<file path="src/rtl/stt_pkg.sv">
// Shared types, constants and character-class helpers for the source text tokenizer.
package stt_pkg;

  localparam int CHAR_W             = 8;
  localparam int KIND_W             = 5;
  localparam int FIELD_W            = 16;
  localparam int OFFSET_BITS_DEF    = 16;
  localparam int MAX_KW_LEN_DEF     = 6;
  localparam int KW_TEXT_W          = 64;
  localparam int KW_LEN_W           = 4;
  localparam int KW_COUNT           = 15;
  localparam int OP_COUNT           = 7;
  localparam int SLOTS              = 3;

  localparam logic [KIND_W-1:0] KIND_IDENT   = 5'd0;
  localparam logic [KIND_W-1:0] KIND_INT     = 5'd1;
  localparam logic [KIND_W-1:0] KIND_KW0     = 5'd2;
  localparam logic [KIND_W-1:0] KIND_OP0     = 5'd17;
  localparam logic [KIND_W-1:0] KIND_ILLEGAL = 5'd24;
  localparam logic [KIND_W-1:0] KIND_END     = 5'd25;

  // Keyword text packed with the first character in the lowest byte, so each
  // literal below is the keyword spelled backwards.
  localparam logic [KW_TEXT_W-1:0] KW_TEXT [KW_COUNT] = '{
    64'("fed"),   64'("ssalc"), 64'("tcurts"), 64'("fi"),    64'("esle"),
    64'("elihw"), 64'("rof"),   64'("nruter"), 64'("23tni"), 64'("taolf"),
    64'("loob"),  64'("rahc"),  64'("tsil"),   64'("eurt"),  64'("eslaf")
  };

  localparam logic [KW_LEN_W-1:0] KW_LEN [KW_COUNT] = '{
    4'd3, 4'd5, 4'd6, 4'd2, 4'd4, 4'd5, 4'd3, 4'd6, 4'd5, 4'd5,
    4'd4, 4'd4, 4'd4, 4'd4, 4'd5
  };

  localparam logic [CHAR_W-1:0] OP_CHAR [OP_COUNT] = '{
    8'h3D, 8'h3B, 8'h28, 8'h29, 8'h7B, 8'h7D, 8'h2B
  };

  typedef struct packed {
    logic [KIND_W-1:0]  kind;
    logic [FIELD_W-1:0] start;
    logic [FIELD_W-1:0] len;
    logic [CHAR_W-1:0]  ch;
  } result_t;

  // Up to three results per byte: the closed run, a single-byte token or the
  // run closed by end of source, and the end token.
  typedef struct packed {
    logic [SLOTS-1:0] vld;
    result_t [SLOTS-1:0] slot;
  } bundle_t;

  function automatic logic is_space(input logic [CHAR_W-1:0] c);
    return c inside {8'd32, [8'd9:8'd13]};
  endfunction

  function automatic logic is_digit(input logic [CHAR_W-1:0] c);
    return c inside {[8'h30:8'h39]};
  endfunction

  function automatic logic is_alpha(input logic [CHAR_W-1:0] c);
    return c inside {[8'h61:8'h7A], [8'h41:8'h5A]};
  endfunction

  function automatic logic is_under(input logic [CHAR_W-1:0] c);
    return c == 8'h5F;
  endfunction

  function automatic logic [KIND_W-1:0] op_kind(input logic [CHAR_W-1:0] c);
    logic [KIND_W-1:0] k;
    k = KIND_ILLEGAL;
    for (int i = 0; i < OP_COUNT; i++) begin
      if (OP_CHAR[i] == c) k = KIND_OP0 + KIND_W'(i);
    end
    return k;
  endfunction

endpackage

</file>
<file path="src/rtl/stt_in_if.sv">
// Request channel carrying one source byte and its end-of-source flag.
interface stt_in_if;
  logic                        valid;
  logic                        ready;
  logic [stt_pkg::CHAR_W-1:0]  char_byte;
  logic                        end_of_source;

  modport source (output valid, char_byte, end_of_source, input ready);
  modport sink   (input valid, char_byte, end_of_source, output ready);
endinterface

</file>
<file path="src/rtl/stt_out_if.sv">
// Result channel carrying the tokens that each request yields, with last on the final one.
interface stt_out_if;
  logic                        valid;
  logic                        ready;
  logic [stt_pkg::KIND_W-1:0]  token_kind;
  logic [stt_pkg::FIELD_W-1:0] start_offset;
  logic [stt_pkg::FIELD_W-1:0] token_length;
  logic [stt_pkg::CHAR_W-1:0]  single_char;
  logic                        last;

  modport source (output valid, token_kind, start_offset, token_length, single_char, last,
                  input ready);
  modport sink   (input valid, token_kind, start_offset, token_length, single_char, last,
                  output ready);
endinterface

</file>
<file path="src/rtl/stt_kw_match.sv">
// Parallel keyword comparator over the captured identifier prefix.
module stt_kw_match #(
  parameter int OFFSET_BITS        = stt_pkg::OFFSET_BITS_DEF,
  parameter int MAX_KEYWORD_LENGTH = stt_pkg::MAX_KW_LEN_DEF
) (
  input  logic [MAX_KEYWORD_LENGTH*8-1:0] window,
  input  logic [OFFSET_BITS-1:0]          run_len,
  output logic [stt_pkg::KIND_W-1:0]      kind
);

  localparam int TW = stt_pkg::KW_TEXT_W;
  localparam int KW = stt_pkg::KIND_W;

  logic [TW-1:0] win_ext;

  assign win_ext = TW'(window);

  always_comb begin
    kind = stt_pkg::KIND_IDENT;
    if (run_len <= OFFSET_BITS'(MAX_KEYWORD_LENGTH)) begin
      for (int k = 0; k < stt_pkg::KW_COUNT; k++) begin
        if ((run_len == OFFSET_BITS'(stt_pkg::KW_LEN[k])) && (win_ext == stt_pkg::KW_TEXT[k]))
          kind = stt_pkg::KIND_KW0 + KW'(k);
      end
    end
  end

endmodule

</file>
<file path="src/rtl/stt_lexer.sv">
// Run-state register and per-byte token logic producing a bundle of up to three results.
module stt_lexer #(
  parameter int OFFSET_BITS        = stt_pkg::OFFSET_BITS_DEF,
  parameter int MAX_KEYWORD_LENGTH = stt_pkg::MAX_KW_LEN_DEF
) (
  input  logic                       clk,
  input  logic                       rst_n,
  input  logic                       acc,
  input  logic [stt_pkg::CHAR_W-1:0] char_byte,
  input  logic                       end_of_source,
  output stt_pkg::bundle_t           bundle
);

  localparam int OB = OFFSET_BITS;
  localparam int WW = MAX_KEYWORD_LENGTH * 8;
  localparam int FW = stt_pkg::FIELD_W;

  localparam logic [1:0] MODE_IDLE   = 2'd0;
  localparam logic [1:0] MODE_IDENT  = 2'd1;
  localparam logic [1:0] MODE_NUMBER = 2'd2;
  localparam logic [1:0] MODE_DONE   = 2'd3;

  localparam logic [OB-1:0] OFF_MAX = {OB{1'b1}};

  logic [1:0]    mode_r,  mode_nxt;
  logic [OB-1:0] off_r,   off_nxt;
  logic [OB-1:0] start_r, start_nxt;
  logic [OB-1:0] len_r,   len_nxt;
  logic [WW-1:0] win_r,   win_nxt;

  // Run as it stands after this byte, before any end-of-source close.
  logic [1:0]    pm;
  logic [OB-1:0] ps, pl;
  logic [WW-1:0] pw;
  logic          close_old, single_tok, in_word, is_alnum;
  logic [OB-1:0] off_inc, len_inc;
  logic [stt_pkg::KIND_W-1:0] kind_old, kind_new;
  stt_pkg::result_t res_old;

  stt_kw_match #(.OFFSET_BITS(OB), .MAX_KEYWORD_LENGTH(MAX_KEYWORD_LENGTH)) u_kw_old (
    .window (win_r),
    .run_len(len_r),
    .kind   (kind_old)
  );

  stt_kw_match #(.OFFSET_BITS(OB), .MAX_KEYWORD_LENGTH(MAX_KEYWORD_LENGTH)) u_kw_new (
    .window (pw),
    .run_len(pl),
    .kind   (kind_new)
  );

  assign off_inc  = (off_r == OFF_MAX) ? off_r : off_r + 1'b1;
  assign len_inc  = (len_r == OFF_MAX) ? len_r : len_r + 1'b1;
  assign is_alnum = stt_pkg::is_alpha(char_byte) || stt_pkg::is_digit(char_byte) ||
                    stt_pkg::is_under(char_byte);
  assign in_word  = (mode_r == MODE_IDENT) || (mode_r == MODE_NUMBER);

  always_comb begin
    res_old.kind  = (mode_r == MODE_IDENT) ? kind_old : stt_pkg::KIND_INT;
    res_old.start = FW'(start_r);
    res_old.len   = FW'(len_r);
    res_old.ch    = '0;
  end

  always_comb begin
    pm         = mode_r;
    ps         = start_r;
    pl         = len_r;
    pw         = win_r;
    close_old  = 1'b0;
    single_tok = 1'b0;
    if ((mode_r == MODE_IDENT) && is_alnum) begin
      for (int j = 0; j < MAX_KEYWORD_LENGTH; j++) begin
        if (len_r == OB'(j)) pw[j*8 +: 8] = char_byte;
      end
      pl = len_inc;
    end else if ((mode_r == MODE_NUMBER) && stt_pkg::is_digit(char_byte)) begin
      pl = len_inc;
    end else begin
      close_old = in_word;
      pm        = MODE_IDLE;
      pl        = '0;
      pw        = '0;
      if (stt_pkg::is_space(char_byte)) begin
        pm = MODE_IDLE;
      end else if (stt_pkg::is_alpha(char_byte) || stt_pkg::is_under(char_byte)) begin
        pm = MODE_IDENT;
        ps = off_r;
        pl = OB'(1);
        pw = WW'(char_byte);
      end else if (stt_pkg::is_digit(char_byte)) begin
        pm = MODE_NUMBER;
        ps = off_r;
        pl = OB'(1);
      end else begin
        single_tok = 1'b1;
      end
    end
  end

  always_comb begin
    mode_nxt  = mode_r;
    off_nxt   = off_r;
    start_nxt = start_r;
    len_nxt   = len_r;
    win_nxt   = win_r;
    bundle    = '0;
    if (acc) begin
      if (mode_r == MODE_DONE) begin
        if (end_of_source) begin
          mode_nxt  = MODE_IDLE;
          off_nxt   = '0;
          start_nxt = '0;
        end
      end else if (char_byte == '0) begin
        bundle.vld[0]        = in_word;
        bundle.slot[0]       = res_old;
        bundle.vld[2]        = 1'b1;
        bundle.slot[2].kind  = stt_pkg::KIND_END;
        bundle.slot[2].start = FW'(off_r);
        len_nxt = '0;
        win_nxt = '0;
        if (end_of_source) begin
          mode_nxt  = MODE_IDLE;
          off_nxt   = '0;
          start_nxt = '0;
        end else begin
          mode_nxt = MODE_DONE;
        end
      end else begin
        bundle.vld[0]  = close_old;
        bundle.slot[0] = res_old;
        if (single_tok) begin
          bundle.vld[1]        = 1'b1;
          bundle.slot[1].kind  = stt_pkg::op_kind(char_byte);
          bundle.slot[1].start = FW'(off_r);
          bundle.slot[1].len   = FW'(1);
          bundle.slot[1].ch    = char_byte;
        end
        if (end_of_source) begin
          if ((pm == MODE_IDENT) || (pm == MODE_NUMBER)) begin
            bundle.vld[1]        = 1'b1;
            bundle.slot[1].kind  = (pm == MODE_IDENT) ? kind_new : stt_pkg::KIND_INT;
            bundle.slot[1].start = FW'(ps);
            bundle.slot[1].len   = FW'(pl);
          end
          bundle.vld[2]        = 1'b1;
          bundle.slot[2].kind  = stt_pkg::KIND_END;
          bundle.slot[2].start = FW'(off_inc);
          mode_nxt  = MODE_IDLE;
          off_nxt   = '0;
          start_nxt = '0;
          len_nxt   = '0;
          win_nxt   = '0;
        end else begin
          mode_nxt  = pm;
          off_nxt   = off_inc;
          start_nxt = ps;
          len_nxt   = pl;
          win_nxt   = pw;
        end
      end
    end
  end

  always_ff @(posedge clk) begin
    if (!rst_n) begin
      mode_r  <= MODE_IDLE;
      off_r   <= '0;
      start_r <= '0;
      len_r   <= '0;
      win_r   <= '0;
    end else begin
      mode_r  <= mode_nxt;
      off_r   <= off_nxt;
      start_r <= start_nxt;
      len_r   <= len_nxt;
      win_r   <= win_nxt;
    end
  end

  // End of source always rewinds the offset for the next source.
  a_eos_rewind: assert property (@(posedge clk) disable iff (!rst_n)
    acc && end_of_source |=> off_r == '0)
    else $error("offset not rewound after end of source");

  // The finished mode never holds a pending run.
  a_done_empty: assert property (@(posedge clk) disable iff (!rst_n)
    mode_r == MODE_DONE |-> len_r == '0 && win_r == '0)
    else $error("pending run left in finished mode");

  // Every terminating request outside finished mode yields an end token.
  a_end_token: assert property (@(posedge clk) disable iff (!rst_n)
    acc && mode_r != MODE_DONE && (end_of_source || char_byte == '0) |-> bundle.vld[2])
    else $error("missing end token");

endmodule

</file>
<file path="src/rtl/stt_emit.sv">
// Result register holding one bundle and handing its tokens out one per cycle while out_ready is high.
module stt_emit (
  input  logic              clk,
  input  logic              rst_n,
  input  logic              load,
  input  stt_pkg::bundle_t  bundle,
  input  logic              out_ready,
  output logic              out_valid,
  output stt_pkg::result_t  out_res,
  output logic              out_last,
  output logic              can_load
);

  localparam int NS = stt_pkg::SLOTS;

  logic [NS-1:0]              vld_r, vld_nxt;
  stt_pkg::result_t [NS-1:0] slot_r;
  logic [1:0]                 sel;
  logic [NS-1:0]              sel_mask, vld_rem;

  always_comb begin
    if (vld_r[0]) begin
      sel = 2'd0;
    end else if (vld_r[1]) begin
      sel = 2'd1;
    end else begin
      sel = 2'd2;
    end
  end

  assign sel_mask  = NS'(1) << sel;
  assign vld_rem   = vld_r & ~sel_mask;
  assign out_valid = |vld_r;
  assign out_res   = slot_r[sel];
  assign out_last  = (vld_rem == '0);
  // A new bundle may land once the one held is gone or leaves this cycle.
  assign can_load  = (vld_r == '0) || (out_ready && $onehot(vld_r));

  always_comb begin
    vld_nxt = vld_r;
    if (load) begin
      vld_nxt = bundle.vld;
    end else if (out_valid && out_ready) begin
      vld_nxt = vld_rem;
    end
  end

  always_ff @(posedge clk) begin
    if (!rst_n) begin
      vld_r <= '0;
    end else begin
      vld_r <= vld_nxt;
    end
  end

  always_ff @(posedge clk) begin
    if (load) slot_r <= bundle.slot;
  end

  a_last_marks_final: assert property (@(posedge clk) disable iff (!rst_n)
    out_valid |-> (out_last == $onehot(vld_r)))
    else $error("last flag disagrees with pending results");

  a_no_overwrite: assert property (@(posedge clk) disable iff (!rst_n)
    load |-> (vld_r == '0) || (out_ready && $onehot(vld_r)))
    else $error("bundle loaded over undelivered results");

  a_load_shows: assert property (@(posedge clk) disable iff (!rst_n)
    load && bundle.vld != '0 |=> out_valid)
    else $error("loaded results not presented");

endmodule

</file>
<file path="src/rtl/source_text_tokenizer.sv">
// Top level of the source text tokenizer: lexer state, keyword match and result register.
//
// The tokenizer takes one source byte per request and returns tokens (kind, start offset,
// length, operator byte) on the result channel, with last set on the final token that a
// byte causes. A byte causes zero to three tokens: the run it closes, a single-byte operator
// or illegal token (or, on end of source, the run it leaves open), and the end token. Each
// byte is classified, the run state updated and its tokens built in the same cycle it is
// accepted; the tokens then sit in a three-slot result register and leave one per cycle
// while the result channel is ready, so ordinary text streams at one byte per cycle; a byte
// that yields more tokens holds the input while the result register drains, with the next
// byte accepted in the cycle the last of them is taken. Keywords are matched by fifteen
// parallel compares on the first MAX_KEYWORD_LENGTH bytes of an identifier. After a zero
// byte everything up to the end-of-source byte is dropped. Offsets and lengths count in
// OFFSET_BITS bits and saturate at their maximum; the output fields carry their low 16 bits.
module source_text_tokenizer #(
  parameter int OFFSET_BITS        = stt_pkg::OFFSET_BITS_DEF,
  parameter int MAX_KEYWORD_LENGTH = stt_pkg::MAX_KW_LEN_DEF
) (
  input logic        clk,
  input logic        rst_n,
  stt_in_if.sink     in_if,
  stt_out_if.source  out_if
);

  logic             acc;
  logic             can_load;
  stt_pkg::bundle_t bundle;
  stt_pkg::result_t out_res;

  assign in_if.ready = can_load;
  assign acc         = in_if.valid && can_load;

  stt_lexer #(.OFFSET_BITS(OFFSET_BITS), .MAX_KEYWORD_LENGTH(MAX_KEYWORD_LENGTH)) u_lexer (
    .clk          (clk),
    .rst_n        (rst_n),
    .acc          (acc),
    .char_byte    (in_if.char_byte),
    .end_of_source(in_if.end_of_source),
    .bundle       (bundle)
  );

  // Every accepted byte loads the result register, even when it yields nothing,
  // which simply leaves the register empty.
  stt_emit u_emit (
    .clk      (clk),
    .rst_n    (rst_n),
    .load     (acc),
    .bundle   (bundle),
    .out_ready(out_if.ready),
    .out_valid(out_if.valid),
    .out_res  (out_res),
    .out_last (out_if.last),
    .can_load (can_load)
  );

  assign out_if.token_kind   = out_res.kind;
  assign out_if.start_offset = out_res.start;
  assign out_if.token_length = out_res.len;
  assign out_if.single_char  = out_res.ch;

endmodule

</file>
<file path="src/flat_wrapper.sv">
// flat-port wrapper written by rule: the top's interface ports become plain ports
module source_text_tokenizer_flat 
#(
  parameter int OFFSET_BITS        = stt_pkg::OFFSET_BITS_DEF,
  parameter int MAX_KEYWORD_LENGTH = stt_pkg::MAX_KW_LEN_DEF
)
  (clk, rst_n, in_if_valid, in_if_char_byte, in_if_end_of_source, in_if_ready, out_if_valid, out_if_token_kind, out_if_start_offset, out_if_token_length, out_if_single_char, out_if_last, out_if_ready);
  stt_in_if in_if_i ();
  stt_out_if out_if_i ();
  input logic clk;
  input logic rst_n;
  input wire logic [$bits(in_if_i.valid)-1:0] in_if_valid;
  input wire logic [$bits(in_if_i.char_byte)-1:0] in_if_char_byte;
  input wire logic [$bits(in_if_i.end_of_source)-1:0] in_if_end_of_source;
  output wire logic [$bits(in_if_i.ready)-1:0] in_if_ready;
  output wire logic [$bits(out_if_i.valid)-1:0] out_if_valid;
  output wire logic [$bits(out_if_i.token_kind)-1:0] out_if_token_kind;
  output wire logic [$bits(out_if_i.start_offset)-1:0] out_if_start_offset;
  output wire logic [$bits(out_if_i.token_length)-1:0] out_if_token_length;
  output wire logic [$bits(out_if_i.single_char)-1:0] out_if_single_char;
  output wire logic [$bits(out_if_i.last)-1:0] out_if_last;
  input wire logic [$bits(out_if_i.ready)-1:0] out_if_ready;
  assign in_if_i.valid = in_if_valid;
  assign in_if_i.char_byte = in_if_char_byte;
  assign in_if_i.end_of_source = in_if_end_of_source;
  assign in_if_ready = in_if_i.ready;
  assign out_if_valid = out_if_i.valid;
  assign out_if_token_kind = out_if_i.token_kind;
  assign out_if_start_offset = out_if_i.start_offset;
  assign out_if_token_length = out_if_i.token_length;
  assign out_if_single_char = out_if_i.single_char;
  assign out_if_last = out_if_i.last;
  assign out_if_i.ready = out_if_ready;
  source_text_tokenizer #(.OFFSET_BITS(OFFSET_BITS), .MAX_KEYWORD_LENGTH(MAX_KEYWORD_LENGTH)) u_core (.clk(clk), .rst_n(rst_n), .in_if(in_if_i), .out_if(out_if_i));
endmodule
</file>
<file path="config.mk">
export PLATFORM = sky130hd
export DESIGN_NAME = source_text_tokenizer_flat
export DESIGN_NICKNAME = d
export VERILOG_FILES = /design/src/rtl/stt_pkg.sv /design/src/rtl/stt_in_if.sv /design/src/rtl/stt_out_if.sv /design/src/rtl/stt_kw_match.sv /design/src/rtl/stt_lexer.sv /design/src/rtl/stt_emit.sv /design/src/rtl/source_text_tokenizer.sv /design/src/flat_wrapper.sv
export SDC_FILE = /design/constraint.sdc
export NUM_CORES = 1
export LEC_CHECK = 0
export ABC_AREA = 1
export CELL_PAD_IN_SITES_DETAIL_PLACEMENT = 0
export CELL_PAD_IN_SITES_GLOBAL_PLACEMENT = 1
export CORE_MARGIN = 5
export CORE_UTILIZATION = 45
export CTS_CLUSTER_SIZE = 10
export DETAILED_ROUTE_END_ITERATION = 10
export DONT_BUFFER_PORTS = 1
export GPL_TIMING_DRIVEN = 0
export PLACE_DENSITY_LB_ADDON = 0.1
export SYNTH_ARGS = -nofsm -noshare
export SYNTH_HDL_FRONTEND = slang
export SYNTH_SLANG_ARGS = --single-unit
</file>
<file path="constraint.sdc">
create_clock -name clk -period 10.8 [get_ports clk]
set_input_delay 0.54 -clock clk [delete_from_list [all_inputs] [get_ports clk]]
set_output_delay 0.54 -clock clk [all_outputs]
set_load 0.02 [all_outputs]
</file>
Word level (Yosys, flattened, before mapping)
Cells that the tools add are included.

word-level totals
  word-level logic and storage cells = 268
  input bits = 13
  bits in registers = 212
  output and inout port bits = 48

operators by class
  bitwise gates (word level) = 6
  equal/unequal tests = 59
  mux-type cells = 109
  order comparisons = 11
  reduce and logical (&&, ||, !) cells = 59
  add/sub/neg operators = 4
  shifts and indexed selects = 1

operator list
  kind                                                              number
  == test 48 x 31 -> 1 bit (second input constant)                  10
  == test 48 x 39 -> 1 bit (second input constant)                  8
  2-to-1 mux 16 bit                                                 19
  == test 48 x 23 -> 1 bit (second input constant)                  4
  == test 48 x 47 -> 1 bit (second input constant)                  4
  2-to-1 mux 48 bit                                                 4
  == test 16 x 3 -> 1 bit (second input constant)                   6
  == test 48 x 15 -> 1 bit (second input constant)                  2
  == test 48 x 38 -> 1 bit (second input constant)                  2
  binary-select mux 45 bit (select 2 bit)                           1
  2-to-1 mux 45 bit                                                 2
  2-to-1 mux 37 bit                                                 2
  2-to-1 mux 4 bit                                                  17
  == test 16 x 2 -> 1 bit (second input constant)                   4
  2-to-1 mux 8 bit                                                  8
  2-to-1 mux 5 bit                                                  12
  == test 6 x 8 -> 1 bit (first input constant)                     5
  logical AND 1 bit                                                 39
  2-to-1 mux 2 bit                                                  17
  adder 16 x 1 -> 16 bit (second input constant)                    2
  == test 16 bit (second input constant)                            2
  less-or-equal comparator 16 x 3 -> 1 bit (second input constant)  2
  2-to-1 mux 3 bit                                                  10
  2-to-1 mux 24 bit                                                 1
  32 further kinds                                                  66

Longest topological paths before layout
  word-level depth = 29
  depth in mapped cells = 26
  depth with buffers taken out = 23

Cells and area by module
Synthesis repeated with hierarchy kept, for this count alone.

second synthesis, totals
  cell total of the unflattened synthesis = 2290
  area, all modules = 15593.7 sq um

modules (own cells, without submodules)
  module                 instances  cells an instance  area each (sq um)  seq. area each (sq um)
  stt_lexer              1          1359               7985.2             1961.9
  stt_emit               1          357                5046.1             4113.9
  stt_kw_match           2          286                1277.5             0.0
  source_text_tokenizer  1          2                  7.5                0.0

Worst setup path before layout
No wires, ideal clock.

  path type = reg-to-reg
  start = register u_core.u_emit.vld_r[0]
  end = register u_core.u_emit.slot_r[10] (netlist bit) (enable)
  path buffers = 4
  path slack = 5.455 ns
  data required time = 10.298 ns
  arrival = 4.843 ns
  cell stages (with the launch flop) = 10
  cell sequence = dfxtp_1 clkbuf_1 nor2_1 nand2_1 nand2_1 nand2_1 clkbuf_1 inv_1 clkbuf_1 clkbuf_1

on the way
  longest elaborated chain between the ends = 6
  elaborated cells between the ends (all ways) = 7
  those cells by class = 2 x add/sub; 1 x eq/ne; 4 x reduce/logical

ends and longest elaborated chain
  element                                     RTL line                     text
  start, declared                             stt_emit.sv:16               logic [NS-1:0] vld_r, vld_nxt;
  start signal, assigned                      stt_emit.sv:52               vld_r <= vld_nxt;
  adder 1 x 1 -> 2 bit (not written as such)  stt_emit.sv:37               assign can_load = (vld_r == '0) || (out_ready && $onehot(vld_r));
  adder 2 x 1 -> 2 bit (not written as such)  stt_emit.sv:37
  == test 2 x 1 -> 1 bit                      stt_emit.sv:37
  logical AND 1 bit                           stt_emit.sv:37
  logical OR 1 bit *                          stt_emit.sv:37
  via in_if_ready                             flat_wrapper.sv:15           output wire logic [$bits(in_if_i.ready)-1:0] in_if_ready;
  logical AND 1 bit *                         source_text_tokenizer.sv:31  assign acc = in_if.valid && can_load;
  via u_core.acc                              source_text_tokenizer.sv:25  logic acc;
  end signal, assigned                        stt_emit.sv:57               if (load) slot_r <= bundle.slot;
  end, declared                               stt_emit.sv:17               stt_pkg::result_t [NS-1:0] slot_r;

Mark *: on every way through the listed nets, which the timed path passes. The rest lies on a longest branch.
A chain may end at the register's enable or synchronous reset.

Final worst setup path
  start = register u_core.u_emit.vld_r[0]
  end = register u_core.u_emit.slot_r[52] (netlist bit) (enable)

The elaborated chain is that of the path after synthesis.

==> qor.yml <==
global_routing:
  grt_pass1_vias: 15060
  grt.overflow.total: 0
  grt_usage_pct: 32.27
  grt_first_pass_wirelength_um: 88760
  grt_max_degree: 62
  antenna_found_initial: 0
placement:
  dp_hpwl_um: 45810
  port_buffers: 0
  pre_cts_slack_ns: 6.361
  gp_congestion: 0.9983
  placedCellCount: 2647
critical_path:
  max_stage_delay_ns: 0.90
  reg2reg_to: "u_core.u_emit.slot_r[52]$_SDFFCE_PP0P_"
  slowest_stage: "nor2_1"
  end_kind: "flop"
  rr_startpoint: "u_core.u_emit.vld_r[0]$_SDFFE_PN0P_"
  path_cells: "clkbuf_1 -> nor2_1 -> nand2_1 -> nand2_1 -> nand2_1 -> clkbuf_1 -> inv_1 -> clkbuf_1 -> clkbuf_4 -> buf_16"
  critPathRequiredTime_ns: 10.93
  critical_path_class: "reg -> reg"
  crit_arrival_ns: 4.69
  start_kind: "flop"
  regToRegSetupSlack_ns: 6.25
  worstPathMaxFanout: 61
  r2r_cells: 10
synth:
  synthFlopType: "dfxtp_1"
  yosys-top-cells-area: "edfxtp_1 (20%), nand2_1 (17%), dfxtp_1 (14%)"
  avgSynthCellArea_sq_um: 6.467
  yosysTopAreaCell: "edfxtp_1"
  seq_area_frac_synth_pct: 34.42
  async_reset_ff_share_pct: 0
  synth_edf_count: 99
  synth-seq-cells: 200
  ys_types: 60
  netlist_instances: 2244
  netlist.area_leader.share_pct: 20.49
  synth.most_common_cell: "nand2_1"
  syn_area_sq_mm: 0.01451
  yosys_warnings: 0
  synthTopCellsByCount: "nand2_1 (662), nor2_1 (266), inv_1 (224)"
  synth_nets: 2267
timing:
  tns_ns: 0
  setup_violations: 0
  hold_viol: 0
  rsz0062_at_grt: "false"
  max_slew_margin_pct: 20.93
  fin_skew_ns: 0.01345
  layout_min_cycle_time_ns: 4.555
  drv_slew: 0
  period_share_pct: 42.18
  worst_slack_ns: 6.245
  tightest_slew_ns: 1.182
  fmax_mhz: 219.5
routing:
  wirelength_um: 58530
  firstDrtPassIters: 6
  drc: 0
  wl_per_cell_um: 21.84
  viasPerCell: 5.810
  ant_nets: 0
  drt-initial-drc-count: 1468
  num_vias: 15570
min_path:
  hold_class: "in -> reg"
  whs_path_depth: 2
  hp-start: "in_if_char_byte[7]"
  hold_path_end: "u_core.u_emit.slot_r[52]$_SDFFCE_PP0P_"
pwr:
  power.leakage_nw: 6.170
  p_per_area_mw_per_mm2: 120.9
  power.total_mw: 1.897
  peakVddDrop_mv: 0.1249
outcome:
  status: "finished clean"
flow_run:
  maxCapViolations: 0
clock_network:
  cts_tree: "built"
  cts.htree.levels: 4
  hold_buffers: 0
  clockBufferDepth: 2
  cts-resized-gates: 0
  cts_setup_buffers: 0
  cts_root_buf: "clkbuf_16"
  worstSkewPairLatency_ns: 0.47
  clock_sinks: 200
  path_clk_slew_ns: 0.08
  cts_made_buffers: 17
cells_and_area:
  nFillCells: 3376
  drive_above_1_share_pct: 7.554
  syn_to_final_growth_pct: 8.157
  fin_util_pct: 49.48
  layout.cells.non_filler: 2680
  nets: 2287
  seq_area_sq_mm: 0.004995
  multiInputGateArea_sq_mm: 0.008050
floorplanning:
  rows: 65
  die_w_um: 189.6
  num_io_pins: 61
  core_area_sq_mm: 0.03172
  initial_core_util_pct: 45.75
  dieHeight_um: 189.6
  die-area_sq_mm: 0.03594
[placed cells by master, fill, tap and decap left out, types with 24 or more instances in the layout]
master / n
inv_1: 224
clkbuf_1: 64
nand2_1: 662
a21oi_1: 135
edfxtp_1: 99
o21ai_0: 66
dfxtp_1: 101
nand3_1: 197
nor2_1: 266
nor3_1: 64
nand4_1: 67
nand2_2: 24
nor2_2: 24
[registers in the layout (all words and copies together) (netlist names)]
name and flops:
u_core.u_lexer.off_r 16, u_core.u_lexer.win_r 48, u_core.u_lexer.len_r 16, u_core.u_lexer.mode_r 2, u_core.u_lexer.start_r 16, u_core.u_emit.vld_r 3, u_core.u_emit.slot_r 99
[critical path, delay by kind of cell (launching register included)]
family	cells	cell delay, ns
flops	1	0.33
buf+inv	6	1.86
simple gates	4	1.91
[per-layer routing]
layer	part of all wire (%)	global-route usage (%)	vias to the layer above
met5	0	0	-
met4	5.0	14.89	0
met3	6.2	4.606	154
met2	48	55.61	676
met1	41	40.07	7291
li1	-	-	7449
[cell families (layout without fill, tap and decap cells)]
logic type / count (synthesis) / after routing / synth area share (%)
DFF: 200 / 200 / 34.42
and+or+nand+nor: 1368 / 1368 / 41.72
other: 0 / 1 / 0
buffers and inverters: 354 / 387 / 10.11
adders and majority gates: 10 / 10 / 0.9140
AOI/OAI and AO/OA: 296 / 296 / 11.87
xor gates and xnor gates: 16 / 16 / 0.9657
[cell type report]
class / instances / share of cell area, %
tap: 402 / 3.205
clock inverter: 15 / 1.411
inverter: 247 / 5.907
timing repair buffer: 1 / 0.1754
multi-input combinational: 1690 / 51.29
antenna: 1 / 0.01594
buffer: 107 / 3.460
sequential: 200 / 31.82
clock buffer: 17 / 2.710
[report_power, final]
part / switching, mW / total (mW) / internal [mW]
Sequential: 0.0197 / 0.877 / 0.857
Clock: 0.336 / 0.715 / 0.379
Combinational: 0.242 / 0.306 / 0.0632
[worst max-delay path by stage]
stage | start | to | slack [ns] | cells after the start
floorplan | u_core.u_emit.vld_r[0]$_SDFFE_PN0P_ | u_core.u_emit.slot_r[10]$_SDFFCE_PP0P_ | 5.45 | 9
global placement | u_core.u_emit.vld_r[0]$_SDFFE_PN0P_ | u_core.u_lexer.start_r[3]$_SDFFE_PN0P_ | 3.14 | 10
detailed placement | u_core.u_emit.vld_r[0]$_SDFFE_PN0P_ | u_core.u_emit.slot_r[47]$_SDFFCE_PP0P_ | 6.36 | 10
CTS | u_core.u_emit.vld_r[0]$_SDFFE_PN0P_ | u_core.u_emit.slot_r[52]$_SDFFCE_PP0P_ | 6.35 | 10
global route | u_core.u_emit.vld_r[0]$_SDFFE_PN0P_ | u_core.u_emit.slot_r[50]$_SDFFCE_PP0P_ | 6.05 | 10
finish | u_core.u_emit.vld_r[0]$_SDFFE_PN0P_ | u_core.u_emit.slot_r[52]$_SDFFCE_PP0P_ | 6.25 | 10
[metrics by stage]
step           instance area (sq um)  hold slack, ns
2_1_floorplan                  14510          0.4449
3_3_place_gp                   15010          0.4518
3_5_place_dp                   15050          0.4571
4_1_cts                        15690          0.3527
5_1_grt                        15690          0.3698
6_report                       15700          0.3688
Note: power is estimated with default switching activity, not from simulation.
